==> config.mk <==
export PLATFORM = sky130hd
export DESIGN_NAME = msort_merge
export DESIGN_NICKNAME = d
export VERILOG_FILES = /design/src/sv/msort_pkg.sv /design/src/sv/msort_merge.sv
export SDC_FILE = /design/constraint.sdc
export NUM_CORES = 1
export LEC_CHECK = 0
export ABC_AREA = 1
export BUFFER_PORTS_ARGS = -buffer_cell sky130_fd_sc_hd__buf_2
export CAP_MARGIN = 20
export CORE_MARGIN = 2
export CORE_UTILIZATION = 56
export DETAILED_ROUTE_END_ITERATION = 8
export PLACE_DENSITY = 0.83
export SLEW_MARGIN = 20
export SYNTH_ARGS = -nofsm -noshare
export SYNTH_HDL_FRONTEND = slang
export SYNTH_SLANG_ARGS = --single-unit
==> constraint.sdc <==
create_clock -name clk -period 6.3 [get_ports clk]
set_clock_uncertainty 0.1 [all_clocks]
set_input_delay 0.945 -clock clk [delete_from_list [all_inputs] [get_ports clk]]
set_output_delay 0.945 -clock clk [all_outputs]
set_load 0.03 [all_outputs]
==> src/sv/msort_pkg.sv <==
// Shared constants, state encodings and the status type for the merge sort engine.
`default_nettype none

package msort_pkg;

  localparam int DEPTH_DEF      = 64;
  localparam int DATA_WIDTH_DEF = 32;
  localparam int TDATA_W_DEF    = ((DATA_WIDTH_DEF + 7) / 8) * 8;

  typedef enum logic [1:0] {
    ST_LOAD,
    ST_SORT,
    ST_EM_REQ,
    ST_EM_LOAD
  } top_state_t;

  typedef enum logic [1:0] {
    MG_IDLE,
    MG_RD,
    MG_WR
  } merge_state_t;

  typedef struct packed {
    logic done;
    logic result_sel;
  } merge_status_t;

endpackage

`default_nettype wire

==> src/sv/msort_merge.sv <==
// Merge sequencer: bottom-up passes with one shared comparator, ping-ponging between two RAMs.
`default_nettype none

module msort_merge import msort_pkg::*; #(
  parameter int DEPTH      = DEPTH_DEF,
  parameter int DATA_WIDTH = DATA_WIDTH_DEF,
  localparam int AW    = (DEPTH > 1) ? $clog2(DEPTH) : 1,
  localparam int CNT_W = $clog2(DEPTH + 1),
  localparam int SW    = CNT_W + 2
) (
  input  wire logic                  clk,
  input  wire logic                  rst_n,
  input  wire logic                  start,
  input  wire logic [CNT_W-1:0]      n,
  output logic      [AW-1:0]         rd_addr_a,
  output logic      [AW-1:0]         rd_addr_b,
  output logic                       src_sel,
  input  wire logic [DATA_WIDTH-1:0] rd_data_a,
  input  wire logic [DATA_WIDTH-1:0] rd_data_b,
  output logic                       wr_en,
  output logic                       wr_sel,
  output logic      [AW-1:0]         wr_addr,
  output logic      [DATA_WIDTH-1:0] wr_data,
  output merge_status_t              status
);

  merge_state_t     state_r, state_nxt;
  logic [CNT_W-1:0] a_r, a_nxt, b_r, b_nxt, k_r, k_nxt;
  logic [CNT_W-1:0] mid_r, mid_nxt, hi_r, hi_nxt, width_r, width_nxt;
  logic             src_r, src_nxt, done_r, done_nxt, sel_r, sel_nxt;
  logic             a_ok, b_ok, take_a;

  assign a_ok   = a_r < mid_r;
  assign b_ok   = b_r < hi_r;
  // Left run wins ties, which keeps the sort stable.
  assign take_a = a_ok && (!b_ok || ($signed(rd_data_a) <= $signed(rd_data_b)));

  assign rd_addr_a = a_r[AW-1:0];
  assign rd_addr_b = b_r[AW-1:0];
  assign src_sel   = src_r;
  assign wr_sel    = ~src_r;
  assign wr_addr   = k_r[AW-1:0];
  assign wr_data   = take_a ? rd_data_a : rd_data_b;
  assign status    = '{done: done_r, result_sel: sel_r};

  always_ff @(posedge clk) begin
    if (!rst_n) begin
      state_r <= MG_IDLE;
      a_r     <= '0;
      b_r     <= '0;
      k_r     <= '0;
      mid_r   <= '0;
      hi_r    <= '0;
      width_r <= '0;
      src_r   <= 1'b0;
      done_r  <= 1'b0;
      sel_r   <= 1'b0;
    end else begin
      state_r <= state_nxt;
      a_r     <= a_nxt;
      b_r     <= b_nxt;
      k_r     <= k_nxt;
      mid_r   <= mid_nxt;
      hi_r    <= hi_nxt;
      width_r <= width_nxt;
      src_r   <= src_nxt;
      done_r  <= done_nxt;
      sel_r   <= sel_nxt;
    end
  end

  always_comb begin
    logic             setup;
    logic [CNT_W-1:0] set_lo, set_w;
    logic [SW-1:0]    sum_mid, sum_hi, w2;

    state_nxt = state_r;
    a_nxt     = a_r;
    b_nxt     = b_r;
    k_nxt     = k_r;
    mid_nxt   = mid_r;
    hi_nxt    = hi_r;
    width_nxt = width_r;
    src_nxt   = src_r;
    done_nxt  = 1'b0;
    sel_nxt   = sel_r;
    wr_en     = 1'b0;
    setup     = 1'b0;
    set_lo    = '0;
    set_w     = width_r;
    sum_mid   = '0;
    sum_hi    = '0;
    w2        = SW'(width_r) << 1;

    case (state_r)
      MG_IDLE: begin
        if (start) begin
          if (n <= CNT_W'(1)) begin
            // A single element is already sorted and sits in the first RAM.
            done_nxt = 1'b1;
            sel_nxt  = 1'b0;
          end else begin
            width_nxt = CNT_W'(1);
            src_nxt   = 1'b0;
            set_lo    = '0;
            set_w     = CNT_W'(1);
            setup     = 1'b1;
            state_nxt = MG_RD;
          end
        end
      end
      MG_RD: begin
        state_nxt = MG_WR;
      end
      MG_WR: begin
        wr_en     = 1'b1;
        state_nxt = MG_RD;
        if (take_a) begin
          a_nxt = a_r + CNT_W'(1);
        end else begin
          b_nxt = b_r + CNT_W'(1);
        end
        k_nxt = k_r + CNT_W'(1);
        if ((k_r + CNT_W'(1)) == hi_r) begin
          if (hi_r == n) begin
            // End of a pass over the whole set.
            if (w2 >= SW'(n)) begin
              done_nxt  = 1'b1;
              sel_nxt   = ~src_r;
              state_nxt = MG_IDLE;
            end else begin
              width_nxt = w2[CNT_W-1:0];
              src_nxt   = ~src_r;
              set_lo    = '0;
              set_w     = w2[CNT_W-1:0];
              setup     = 1'b1;
            end
          end else begin
            set_lo = hi_r;
            set_w  = width_r;
            setup  = 1'b1;
          end
        end
      end
      default: begin
        state_nxt = MG_IDLE;
      end
    endcase

    if (setup) begin
      // A lone tail run gets an empty right run, so it is simply copied across.
      sum_mid = SW'(set_lo) + SW'(set_w);
      sum_hi  = sum_mid + SW'(set_w);
      mid_nxt = (sum_mid < SW'(n)) ? sum_mid[CNT_W-1:0] : n;
      hi_nxt  = (sum_hi < SW'(n)) ? sum_hi[CNT_W-1:0] : n;
      a_nxt   = set_lo;
      b_nxt   = mid_nxt;
      k_nxt   = set_lo;
    end
  end

endmodule

`default_nettype wire

==> results of run 1 <==
-- kinds of logic (layout without fill, tap and decap cells) --
kind of cell    count (synthesis)  after routing  synth area share [%]
buf+inv                       187            292                  14.6
compound gates                167            167                  17.3
simple gates                  371            371                  30.2
fa+ha+maj                      79             79                  17.9
xor+xnor                       19             19                  3.01
flops                          47             47                  17.0
-- cells in the final DEF (no fill, tap or decap), drive strengths merged, types with 13 or more instances in the layout --
cell and n:
nand2 211, inv 147, buf 138, ha 79
a21oi 74, nor2 64, o21ai 63, nand3 58
dfxtp 47, nor3 17, nand4 13
-- sequential cells by signal, indices dropped and copies added, names as in the netlist --
signal / cells
k_r: 7
a_r: 7
done_r: 1
state_r: 2
b_r: 7
hi_r: 7
width_r: 7
src_sel: 1
sel_r: 1
mid_r: 7
-- where the power goes --
group          internal, mW  total (mW)  switching (mW)
logic                 0.198       0.643           0.445
clock network         0.116       0.217           0.101
registers             0.318       0.347          0.0290
-- metrics by stage --
stage               utilization, %  power [mW]  setup slack (ns)  cell area, µm²
floorplan                        -       0.826              1.01            5520
global placement              63.5       0.983             0.512            6150
detailed placement            63.5       0.992             0.393            6150
CTS                           64.6        1.21             0.689            6250
global route                  64.6        1.30            0.0647            6250
finish                        64.6        1.21             0.628            6250
-- tightest hold or removal path: stages (launching register included) --
cell and delay [ns]:
dfxtp_1 0.32, inv_1 0.04, a21oi_1 0.05
-- cell type report --
type | instances | share of cell area, %
inverter | 147 | 8.82
multi-input combinational | 636 | 60.4
sequential | 47 | 15.0
tap | 133 | 2.66
timing repair buffer | 138 | 11.4
clock inverter | 1 | 0.480
clock buffer | 6 | 1.16
-- layer usage --
metal  vias up  global-route usage [%]  wire, µm
met2       232                    48.7      6940
met3        35                    3.70      1050
li1       3034                       -         -
met5         -                       0         0
met1      2665                    38.5      6710
met4         0                    7.29       297
-- final timing paths --
check	from	depth (start not counted)	slack, ns	to
hold / removal	sel_r$_SDFFE_PN0P_	2	0.34	sel_r$_SDFFE_PN0P_
hold reg to reg	sel_r$_SDFFE_PN0P_	2	0.34	sel_r$_SDFFE_PN0P_
setup / recovery	n[3]	36	0.63	hi_r[3]$_SDFFE_PN0P_
setup reg to reg	k_r[0]$_SDFFE_PN0P_	32	0.83	hi_r[3]$_SDFFE_PN0P_
==> impl_metrics.yaml, run 1 <==
status:
  status: "finished clean"
sta:
  hold_viol: 0
  final_max_slew_viol_count: 0
  fmax_ghz: 0.176
  period_share_pct: 90.0
  tightestPinTransition_ns: 0.928
  post_route_setup_tns_ns: 0
  final_critical_path_time_including_i_o_delays_and_setup_ns: 5.67
  grt_setup_unrepaired: "false"
  finalSetupViolations: 0
  worst_slew_margin_rel_pct: 38.1
  whs_ns: 0.345
synthesis:
  ys_top_cells_by_count: "nand2_1 (193), inv_1 (144), ha_1 (79)"
  synthMostInstantiatedCell: "nand2_1"
  syn_avg_cell_area_um2: 6.35
  synthArstFlopShare_pct: 0
  synthesis.instances: 870
  number_of_enable_type_register_cells_in_the_synthesized_netlist: 0
  synth.net_count: 1023
  seq_area_frac_synth_pct: 17.0
  yosys-top-cells-area: "ha_1 (18%), dfxtp_1 (17%), nand2_1 (13%)"
  synth.distinct_cells: 43
  dominantRegCellSynth: "dfxtp_1"
  syn-cell-area_um2: 5520
  netlist.top_cell.by_area: "ha_1"
  portion_of_synthesized_cell_area_occupied_by_the_leading_cell_type_pct: 17.9
  postSynthRegisterBits: 47
  yosys_warnings: 0
clock_network:
  clkSinkCount: 47
  clk_pin_slew_ns: 0.09
  cts_buffers: 5
  ctsResizeCount: 0
  number_of_h_tree_levels: 2
  cts_buffer_depth: 2
  tritoncts: "done"
  post-cts-setup-buffer-count: 0
  clk_root_buffer_cell: "clkbuf_8"
  clock_latency_ns: 0.30
  hold_bufs_inserted_after_cts: 0
global_routing:
  first_global_vias: 5256
  pin_count_of_the_biggest_net_entering_global_routing: 63
  grt_antenna_before_repair: 0
  gr-usage-all-layers_pct: 28.6
  grt_overflow: 0
  grt_pass1_wl_um: 24600
critical_path:
  max_stage_delay_ns: 0.38
  critical-path-top-cell-by-count: "inv_1"
  crit_fanout: 9
  criticalPathCategory: "primary input to flip-flop"
  critical_path_buf_inv_count: 8
  worst-endpoint-arrival_ns: 5.77
  critical-path-top-delay-family: "simple AND/OR/NAND/NOR gates"
  cp-end-kind: "flip-flop"
  worstSetupStartpointType: "primary input"
  required_ns: 6.39
  timing.critical_path.slowest_stage_cell: "ha_1"
layout:
  area.growth.synth_to_final_pct: 13.2
  insertedDiodeCount: 0
  stdcell_count: 1108
  fraction_of_final_layout_cells_with_drive_strength_greater_than_1_pct: 19.0
  layout.area.seq_um2: 941
  filler_cell_count: 924
  design.final.nets: 1128
  multi_input_comb_area_um2: 3780
route:
  detailedRoute.firstPassIterationCount: 6
  detail-route-antenna-nets: 0
  drt_wl_total_um: 15000
  routed_wire_length_per_instance_um: 13.5
  detail_route.iter0.violations: 415
  via_to_cell_ratio: 5.38
  num_vias: 5966
  post-route-drc-count: 0
flow_run:
  max-cap-violations: 0
placed_design:
  number_of_buffers_inserted_by_port_buffering: 128
  dp_hpwl_um: 12200
  gp_congestion: 0.922
  place_inst: 1101
floorplanning:
  rows: 36
  dieWidth_um: 103
  die_h_um: 103
  dieArea_um2: 10700
  start_util_pct: 57.0
  io_pins: 129
  core_um2: 9680
hold_path:
  worstHoldPathType: "flip-flop to flip-flop"
power:
  worst_ir_drop_vdd_mv: 0.0987
  leakage_power_nw: 3.43
  pwr_density_cell_nw_per_um2: 193
No activity file was read; power rests on OpenSTA's default activity.
==> inputs of run 2 (changes only) <==
--- a/config.mk
+++ b/config.mk
@@ -8,6 +8,7 @@
 export ABC_AREA = 1
 export BUFFER_PORTS_ARGS = -buffer_cell sky130_fd_sc_hd__buf_2
 export CAP_MARGIN = 20
+export CORE_ASPECT_RATIO = 0.75
 export CORE_MARGIN = 2
 export CORE_UTILIZATION = 56
 export DETAILED_ROUTE_END_ITERATION = 8
==> run 2 against run 1 <==
  * Sequential share of layout area is 0.15 points lower
  * Combinational power hardly changed
  * Wire length is 0.97% higher
  * Maximum frequency increased by 0.11%
  * Critical path type unchanged
  * Largest cell class unchanged
  * Largest power group unchanged
==> impl_metrics.yaml, run 2 (synthesized netlist as in run 1, its figures left out) <==
clock_network:
  clk_pin_slew_ns: 0.07
  number_of_h_tree_levels: 2
  cts_buffers: 5
  cts_buffer_depth: 2
  post-cts-setup-buffer-count: 0
  clk_root_buffer_cell: "clkbuf_16"
  clock_latency_ns: 0.31
  tritoncts: "done"
  clkSinkCount: 47
layout:
  finalCoreUtilization_pct: 65.7
  insertedDiodeCount: 0
  design.final.nets: 1128
  filler_cell_count: 889
  multi_input_comb_area_um2: 3790
  stdcell_count: 1108
  layout.area.seq_um2: 941
  fraction_of_final_layout_cells_with_drive_strength_greater_than_1_pct: 19.3
  layout.cells.most_common: "nand2_1"
  area.growth.synth_to_final_pct: 14.4
  layout.cells.most_common_list: "nand2_1 (193), inv_1 (143), buf_2 (128)"
power:
  finalPower_mw: 1.28
  combinational_cell_fraction_of_total_power_pct: 50.4
  leakage_power_nw: 3.44
  worst_ir_drop_vdd_mv: 0.136
  p_seq_share_pct: 27.1
  p_clk_share_pct: 22.5
  netSwitchingFraction_pct: 47.1
  pwr_density_cell_nw_per_um2: 202
  netSwitchingPower_mw: 0.602
  cellInternalPower_mw: 0.676
sta:
  final_max_slew_viol_count: 0
  finalSetupViolations: 0
  worst_slew_margin_rel_pct: 40.3
  period_share_pct: 89.9
  hold_viol: 0
  grt_setup_unrepaired: "false"
  tightestPinTransition_ns: 0.894
  fmax_ghz: 0.176
  final_critical_path_time_including_i_o_delays_and_setup_ns: 5.67
  post_route_setup_tns_ns: 0
placed_design:
  dp_hpwl_um: 12200
  gp_congestion: 0.952
  number_of_buffers_inserted_by_port_buffering: 128
  place_inst: 1100
route:
  detail-route-antenna-nets: 0
  detailedRoute.firstPassIterationCount: 6
  via_to_cell_ratio: 5.34
  routed_wire_length_per_instance_um: 13.7
  post-route-drc-count: 0
  detail_route.iter0.violations: 660
  num_vias: 5913
  drt_wl_total_um: 15100
critical_path:
  reg2reg_to: "hi_r[4]$_SDFFE_PN0P_"
  worst_reg2reg_setup_slack_ns: 0.89
  crit_cells: 35
  criticalPathCategory: "primary input to flip-flop"
  worst_setup_path_endpoint: "hi_r[4]$_SDFFE_PN0P_"
  max_stage_delay_ns: 0.35
  cp-end-kind: "flip-flop"
  critical-path-top-delay-family: "simple AND/OR/NAND/NOR gates"
  worst-endpoint-arrival_ns: 5.75
  worstSetupStartpointType: "primary input"
  worst_reg_to_reg_cells: 33
  timing.critical_path.slowest_stage_cell: "ha_1"
  required_ns: 6.39
  crit_fanout: 9
  setup.worst_path.start: "n[3]"
  timing.rr.start: "k_r[0]$_SDFFE_PN0P_"
  critical_path_buf_inv_count: 7
global_routing:
  gr-usage-all-layers_pct: 28.7
  grt_overflow: 0
  pin_count_of_the_biggest_net_entering_global_routing: 66
  grt_pass1_wl_um: 25500
  grt_antenna_before_repair: 0
  first_global_vias: 5209
floorplanning:
  dieWidth_um: 119
  start_util_pct: 57.4
  io_pins: 129
  core_um2: 9620
  rows: 31
  dieArea_um2: 10700
  die_h_um: 90.0
status:
  status: "finished clean"
flow_run:
  max-cap-violations: 0
hold_path:
  worstHoldPathType: "flip-flop to flip-flop"
[run 2: cell types whose count changed in the layout (fill, tap and decap cells not counted), sizes merged]
cell      previous run  this run
bufinv               1         0
clkbuf               6         7
clkinv               0         1
clkinvlp             0         1
inv                147       146
[run 2: worst min-delay path by stage]
| stage | cells after the start | start | slack, ns | endpoint |
|---|---|---|---|---|
| 4_1_cts | 2 | sel_r$_SDFFE_PN0P_ | 0.35 | sel_r$_SDFFE_PN0P_ |
| 3_5_place_dp | 2 | sel_r$_SDFFE_PN0P_ | 0.34 | sel_r$_SDFFE_PN0P_ |
| 5_1_grt | 2 | sel_r$_SDFFE_PN0P_ | 0.38 | sel_r$_SDFFE_PN0P_ |
| 2_1_floorplan | 1 | state_r[1]$_SDFFE_PN0P_ | 0.32 | state_r[1]$_SDFFE_PN0P_ |
| 3_3_place_gp | 2 | sel_r$_SDFFE_PN0P_ | 0.34 | sel_r$_SDFFE_PN0P_ |
| 6_report | 2 | sel_r$_SDFFE_PN0P_ | 0.35 | sel_r$_SDFFE_PN0P_ |
[run 2: area by class of cell]
| cell class | instances | area share [%] |
|---|---|---|
| multi-input combinational | 636 | 60.0 |
| sequential | 47 | 14.9 |
| timing repair buffer | 138 | 11.3 |
| inverter | 147 | 8.79 |
| tap | 132 | 2.61 |
| clock buffer | 7 | 2.26 |
| clock inverter | 1 | 0.139 |
[run 2: worst reg2reg max path: cells and delay by family, from the launching register on]
family	cells	cell delay (ns)
AO/OA/AOI/OAI	5	0.72
XOR/XNOR	4	0.85
adder cells (fa/ha/maj)	4	1.21
buffers and inverters	5	0.56
flip-flops	1	0.30
AND/OR/NAND/NOR	15	1.56
[run 2: timing repair]
action / CTS / global route
endpoints found under the hold margin: 0 / 0
endpoints found under the setup margin: 0 / 1
hold buffers: 0 / 0
gates resized for setup: 0 / 2
[run 2: power by group through the flow]
stage | clock network [mW] | registers [mW] | logic [mW]
3_3_place_gp | 0 | 0.352 | 0.629
5_1_grt | 0.298 | 0.350 | 0.716
2_1_floorplan | 0 | 0.343 | 0.483
3_5_place_dp | 0 | 0.352 | 0.635
4_1_cts | 0.287 | 0.346 | 0.640
6_report | 0.287 | 0.347 | 0.644
[run 2: metal layers]
layer / vias to the layer above / part of all wire [%] / wire [µm] / GRT usage, %
li1: 3044 / - / - / -
met2: 242 / 40 / 6060 / 41.6
met3: 10 / 9.7 / 1470 / 5.33
met4: 0 / 0.69 / 105 / 5.06
met1: 2617 / 50 / 7500 / 44.1
met5: - / 0 / 0 / 0
[run 2: stage by stage]
step	hold WS [ns]	setup slack, ns	area [µm²]
floorplan	0.321	1.01	5520
global placement	0.338	0.485	6150
detailed placement	0.338	0.345	6150
CTS	0.348	0.647	6300
global route	0.376	0.0564	6320
finish	0.346	0.634	6320
==> inputs of run 3 (changes only) <==
--- a/config.mk
+++ b/config.mk
@@ -10,9 +10,9 @@
 export CAP_MARGIN = 20
 export CORE_ASPECT_RATIO = 0.75
 export CORE_MARGIN = 2
-export CORE_UTILIZATION = 56
+export CORE_UTILIZATION = 55
 export DETAILED_ROUTE_END_ITERATION = 8
-export PLACE_DENSITY = 0.83
+export PLACE_DENSITY = 0.81
 export SLEW_MARGIN = 20
 export SYNTH_ARGS = -nofsm -noshare
 export SYNTH_HDL_FRONTEND = slang
==> run 3 against run 2 <==
  * Largest cell class unchanged
  * Cell count is essentially flat
  * Largest power group unchanged
  * Sequential share of layout area shrank 0.10 points
  * Critical path depth rose by 2
  * Die area is 1.7% higher
  * Global-route usage increased by 0.40 points
  * Non-clock buffer count is 1 higher
  * First-iteration DRC count decreased by 26%
  * Maximum frequency shrank 1.4%
  * Sequential power about the same
==> impl_metrics.yaml, run 3 (synthesized netlist as in run 1, its figures left out) <==
floorplanning:
  dieWidth_um: 120
  dieArea_um2: 10900
  rows: 31
  die_h_um: 90.8
  core_um2: 9700
  io_pins: 129
  start_util_pct: 57.0
route:
  detailedRoute.firstPassIterationCount: 5
  routed_wire_length_per_instance_um: 14.0
  detail-route-antenna-nets: 0
  drt_wl_total_um: 15600
  detail_route.iter0.violations: 487
  num_vias: 5975
  post-route-drc-count: 0
  via_to_cell_ratio: 5.39
clock_network:
  tritoncts: "done"
  cts_buffers: 5
  clkSinkCount: 47
  post-cts-setup-buffer-count: 0
  cts_buffer_depth: 2
  number_of_h_tree_levels: 2
  clk_pin_slew_ns: 0.08
  clk_root_buffer_cell: "clkbuf_16"
  clock_latency_ns: 0.30
sta:
  worst_slew_margin_rel_pct: 36.0
  tightestPinTransition_ns: 0.959
  grt_setup_unrepaired: "false"
  final_max_slew_viol_count: 0
  final_critical_path_time_including_i_o_delays_and_setup_ns: 5.75
  hold_viol: 0
  period_share_pct: 91.2
  fmax_ghz: 0.174
  finalSetupViolations: 0
  post_route_setup_tns_ns: 0
critical_path:
  critical-path-top-delay-family: "simple AND/OR/NAND/NOR gates"
  reg2reg_to: "hi_r[0]$_SDFFE_PN0P_"
  crit_cells: 37
  criticalPathCategory: "primary input to flip-flop"
  cp-end-kind: "flip-flop"
  critical_path_buf_inv_count: 7
  worst_reg2reg_setup_slack_ns: 0.87
  crit_fanout: 9
  setup.worst_path.start: "n[1]"
  timing.critical_path.slowest_stage_cell: "ha_2"
  worst_reg_to_reg_cells: 34
  required_ns: 6.40
  max_stage_delay_ns: 0.39
  worst-endpoint-arrival_ns: 5.85
  worstSetupStartpointType: "primary input"
  worst_setup_path_endpoint: "hi_r[0]$_SDFFE_PN0P_"
  timing.rr.start: "k_r[1]$_SDFFE_PN0P_"
  critical-path-top-cell-by-count: "nand2_1"
status:
  status: "finished clean"
global_routing:
  grt_antenna_before_repair: 0
  pin_count_of_the_biggest_net_entering_global_routing: 66
  first_global_vias: 5394
  grt_pass1_wl_um: 25900
  gr-usage-all-layers_pct: 29.1
  grt_overflow: 0
layout:
  fraction_of_final_layout_cells_with_drive_strength_greater_than_1_pct: 19.5
  stdcell_count: 1109
  layout.area.seq_um2: 941
  design.final.nets: 1129
  area.growth.synth_to_final_pct: 15.2
  finalCoreUtilization_pct: 65.6
  layout.cells.most_common_list: "nand2_1 (193), inv_1 (143), buf_2 (128)"
  multi_input_comb_area_um2: 3780
  layout.cells.most_common: "nand2_1"
  filler_cell_count: 909
  insertedDiodeCount: 0
hold_path:
  worstHoldPathType: "flip-flop to flip-flop"
  whs_path_depth: 2
placed_design:
  place_inst: 1101
  gp_congestion: 0.956
  dp_hpwl_um: 12400
  number_of_buffers_inserted_by_port_buffering: 128
power:
  cellInternalPower_mw: 0.748
  worst_ir_drop_vdd_mv: 0.120
  p_seq_share_pct: 25.5
  netSwitchingFraction_pct: 45.0
  netSwitchingPower_mw: 0.612
  combinational_cell_fraction_of_total_power_pct: 47.6
  p_clk_share_pct: 26.9
  leakage_power_nw: 3.47
  pwr_density_cell_nw_per_um2: 214
flow_run:
  max-cap-violations: 0
-- run 3: cell count changes in the layout (fill, tap and decap cells not counted) --
cell | before | now
a21oi_1 | 68 | 67
a21oi_2 | 4 | 5
buf_4 | 10 | 11
bufinv_16 | 0 | 2
clkbuf_1 | 1 | 0
clkbuf_8 | 1 | 0
clkinv_4 | 1 | 0
clkinvlp_4 | 1 | 0
ha_2 | 0 | 1
ha_4 | 1 | 0
inv_2 | 3 | 4
inv_8 | 0 | 1
-- run 3: power by group through the flow --
stage	Clock [mW]	Combinational [mW]	Sequential, mW
floorplan	0	0.483	0.343
global placement	0	0.629	0.352
detailed placement	0	0.636	0.352
CTS	0.365	0.643	0.346
global route	0.376	0.719	0.349
finish	0.366	0.647	0.347
-- run 3: how the worst min path moves through the flow --
| stage | from | end | slack (ns) |
|---|---|---|---|
| after floorplan | state_r[1]$_SDFFE_PN0P_ | state_r[1]$_SDFFE_PN0P_ | 0.32 |
| after detailed placement | sel_r$_SDFFE_PN0P_ | sel_r$_SDFFE_PN0P_ | 0.35 |
| after global routing | state_r[1]$_SDFFE_PN0P_ | state_r[1]$_SDFFE_PN0P_ | 0.39 |
| final | sel_r$_SDFFE_PN0P_ | sel_r$_SDFFE_PN0P_ | 0.35 |
| after CTS | sel_r$_SDFFE_PN0P_ | sel_r$_SDFFE_PN0P_ | 0.36 |
| after global placement | sel_r$_SDFFE_PN0P_ | sel_r$_SDFFE_PN0P_ | 0.34 |
-- run 3: final cells by class --
class / count / area share [%]
multi-input cells: 636 / 59.5
clock inverters: 3 / 1.12
clock buffers: 5 / 1.97
flip-flops and latches: 47 / 14.8
repair buffers: 139 / 11.4
well taps: 132 / 2.60
inverters: 147 / 8.67
-- run 3: worst reg2reg max path: cells and delay by family (launching register included) --
| kind | cells | cell delay [ns] |
|---|---|---|
| adders and majority gates | 4 | 1.28 |
| AOI/OAI and AO/OA | 5 | 0.74 |
| buffers and inverters | 4 | 0.40 |
| xor gates and xnor gates | 2 | 0.36 |
| and+or+nand+nor | 19 | 2.02 |
| DFF | 1 | 0.43 |
-- run 3: repair_timing --
item                                    4_1_cts  5_1_grt
hold buffers                                  0        0
endpoints found under the setup margin        0        7
resized for setup                             0        3
-- run 3: metrics by stage --
step / instance area, µm² / power, mW / hold slack (ns) / setup WS [ns]
6_report: 6360 / 1.36 / 0.353 / 0.553
3_5_place_dp: 6160 / 0.988 / 0.346 / 0.270
3_3_place_gp: 6160 / 0.981 / 0.336 / 0.493
2_1_floorplan: 5520 / 0.826 / 0.321 / 1.01
5_1_grt: 6360 / 1.44 / 0.385 / 0.0260
4_1_cts: 6350 / 1.35 / 0.358 / 0.571
-- run 3: layer usage --
layer | vias to the layer above | global-route usage [%] | part of all wire (%)
met5 | - | 0 | 0
met3 | 23 | 8.14 | 11
met1 | 2642 | 42.5 | 48
met4 | 0 | 6.37 | 1.3
li1 | 3047 | - | -
met2 | 263 | 42.3 | 40
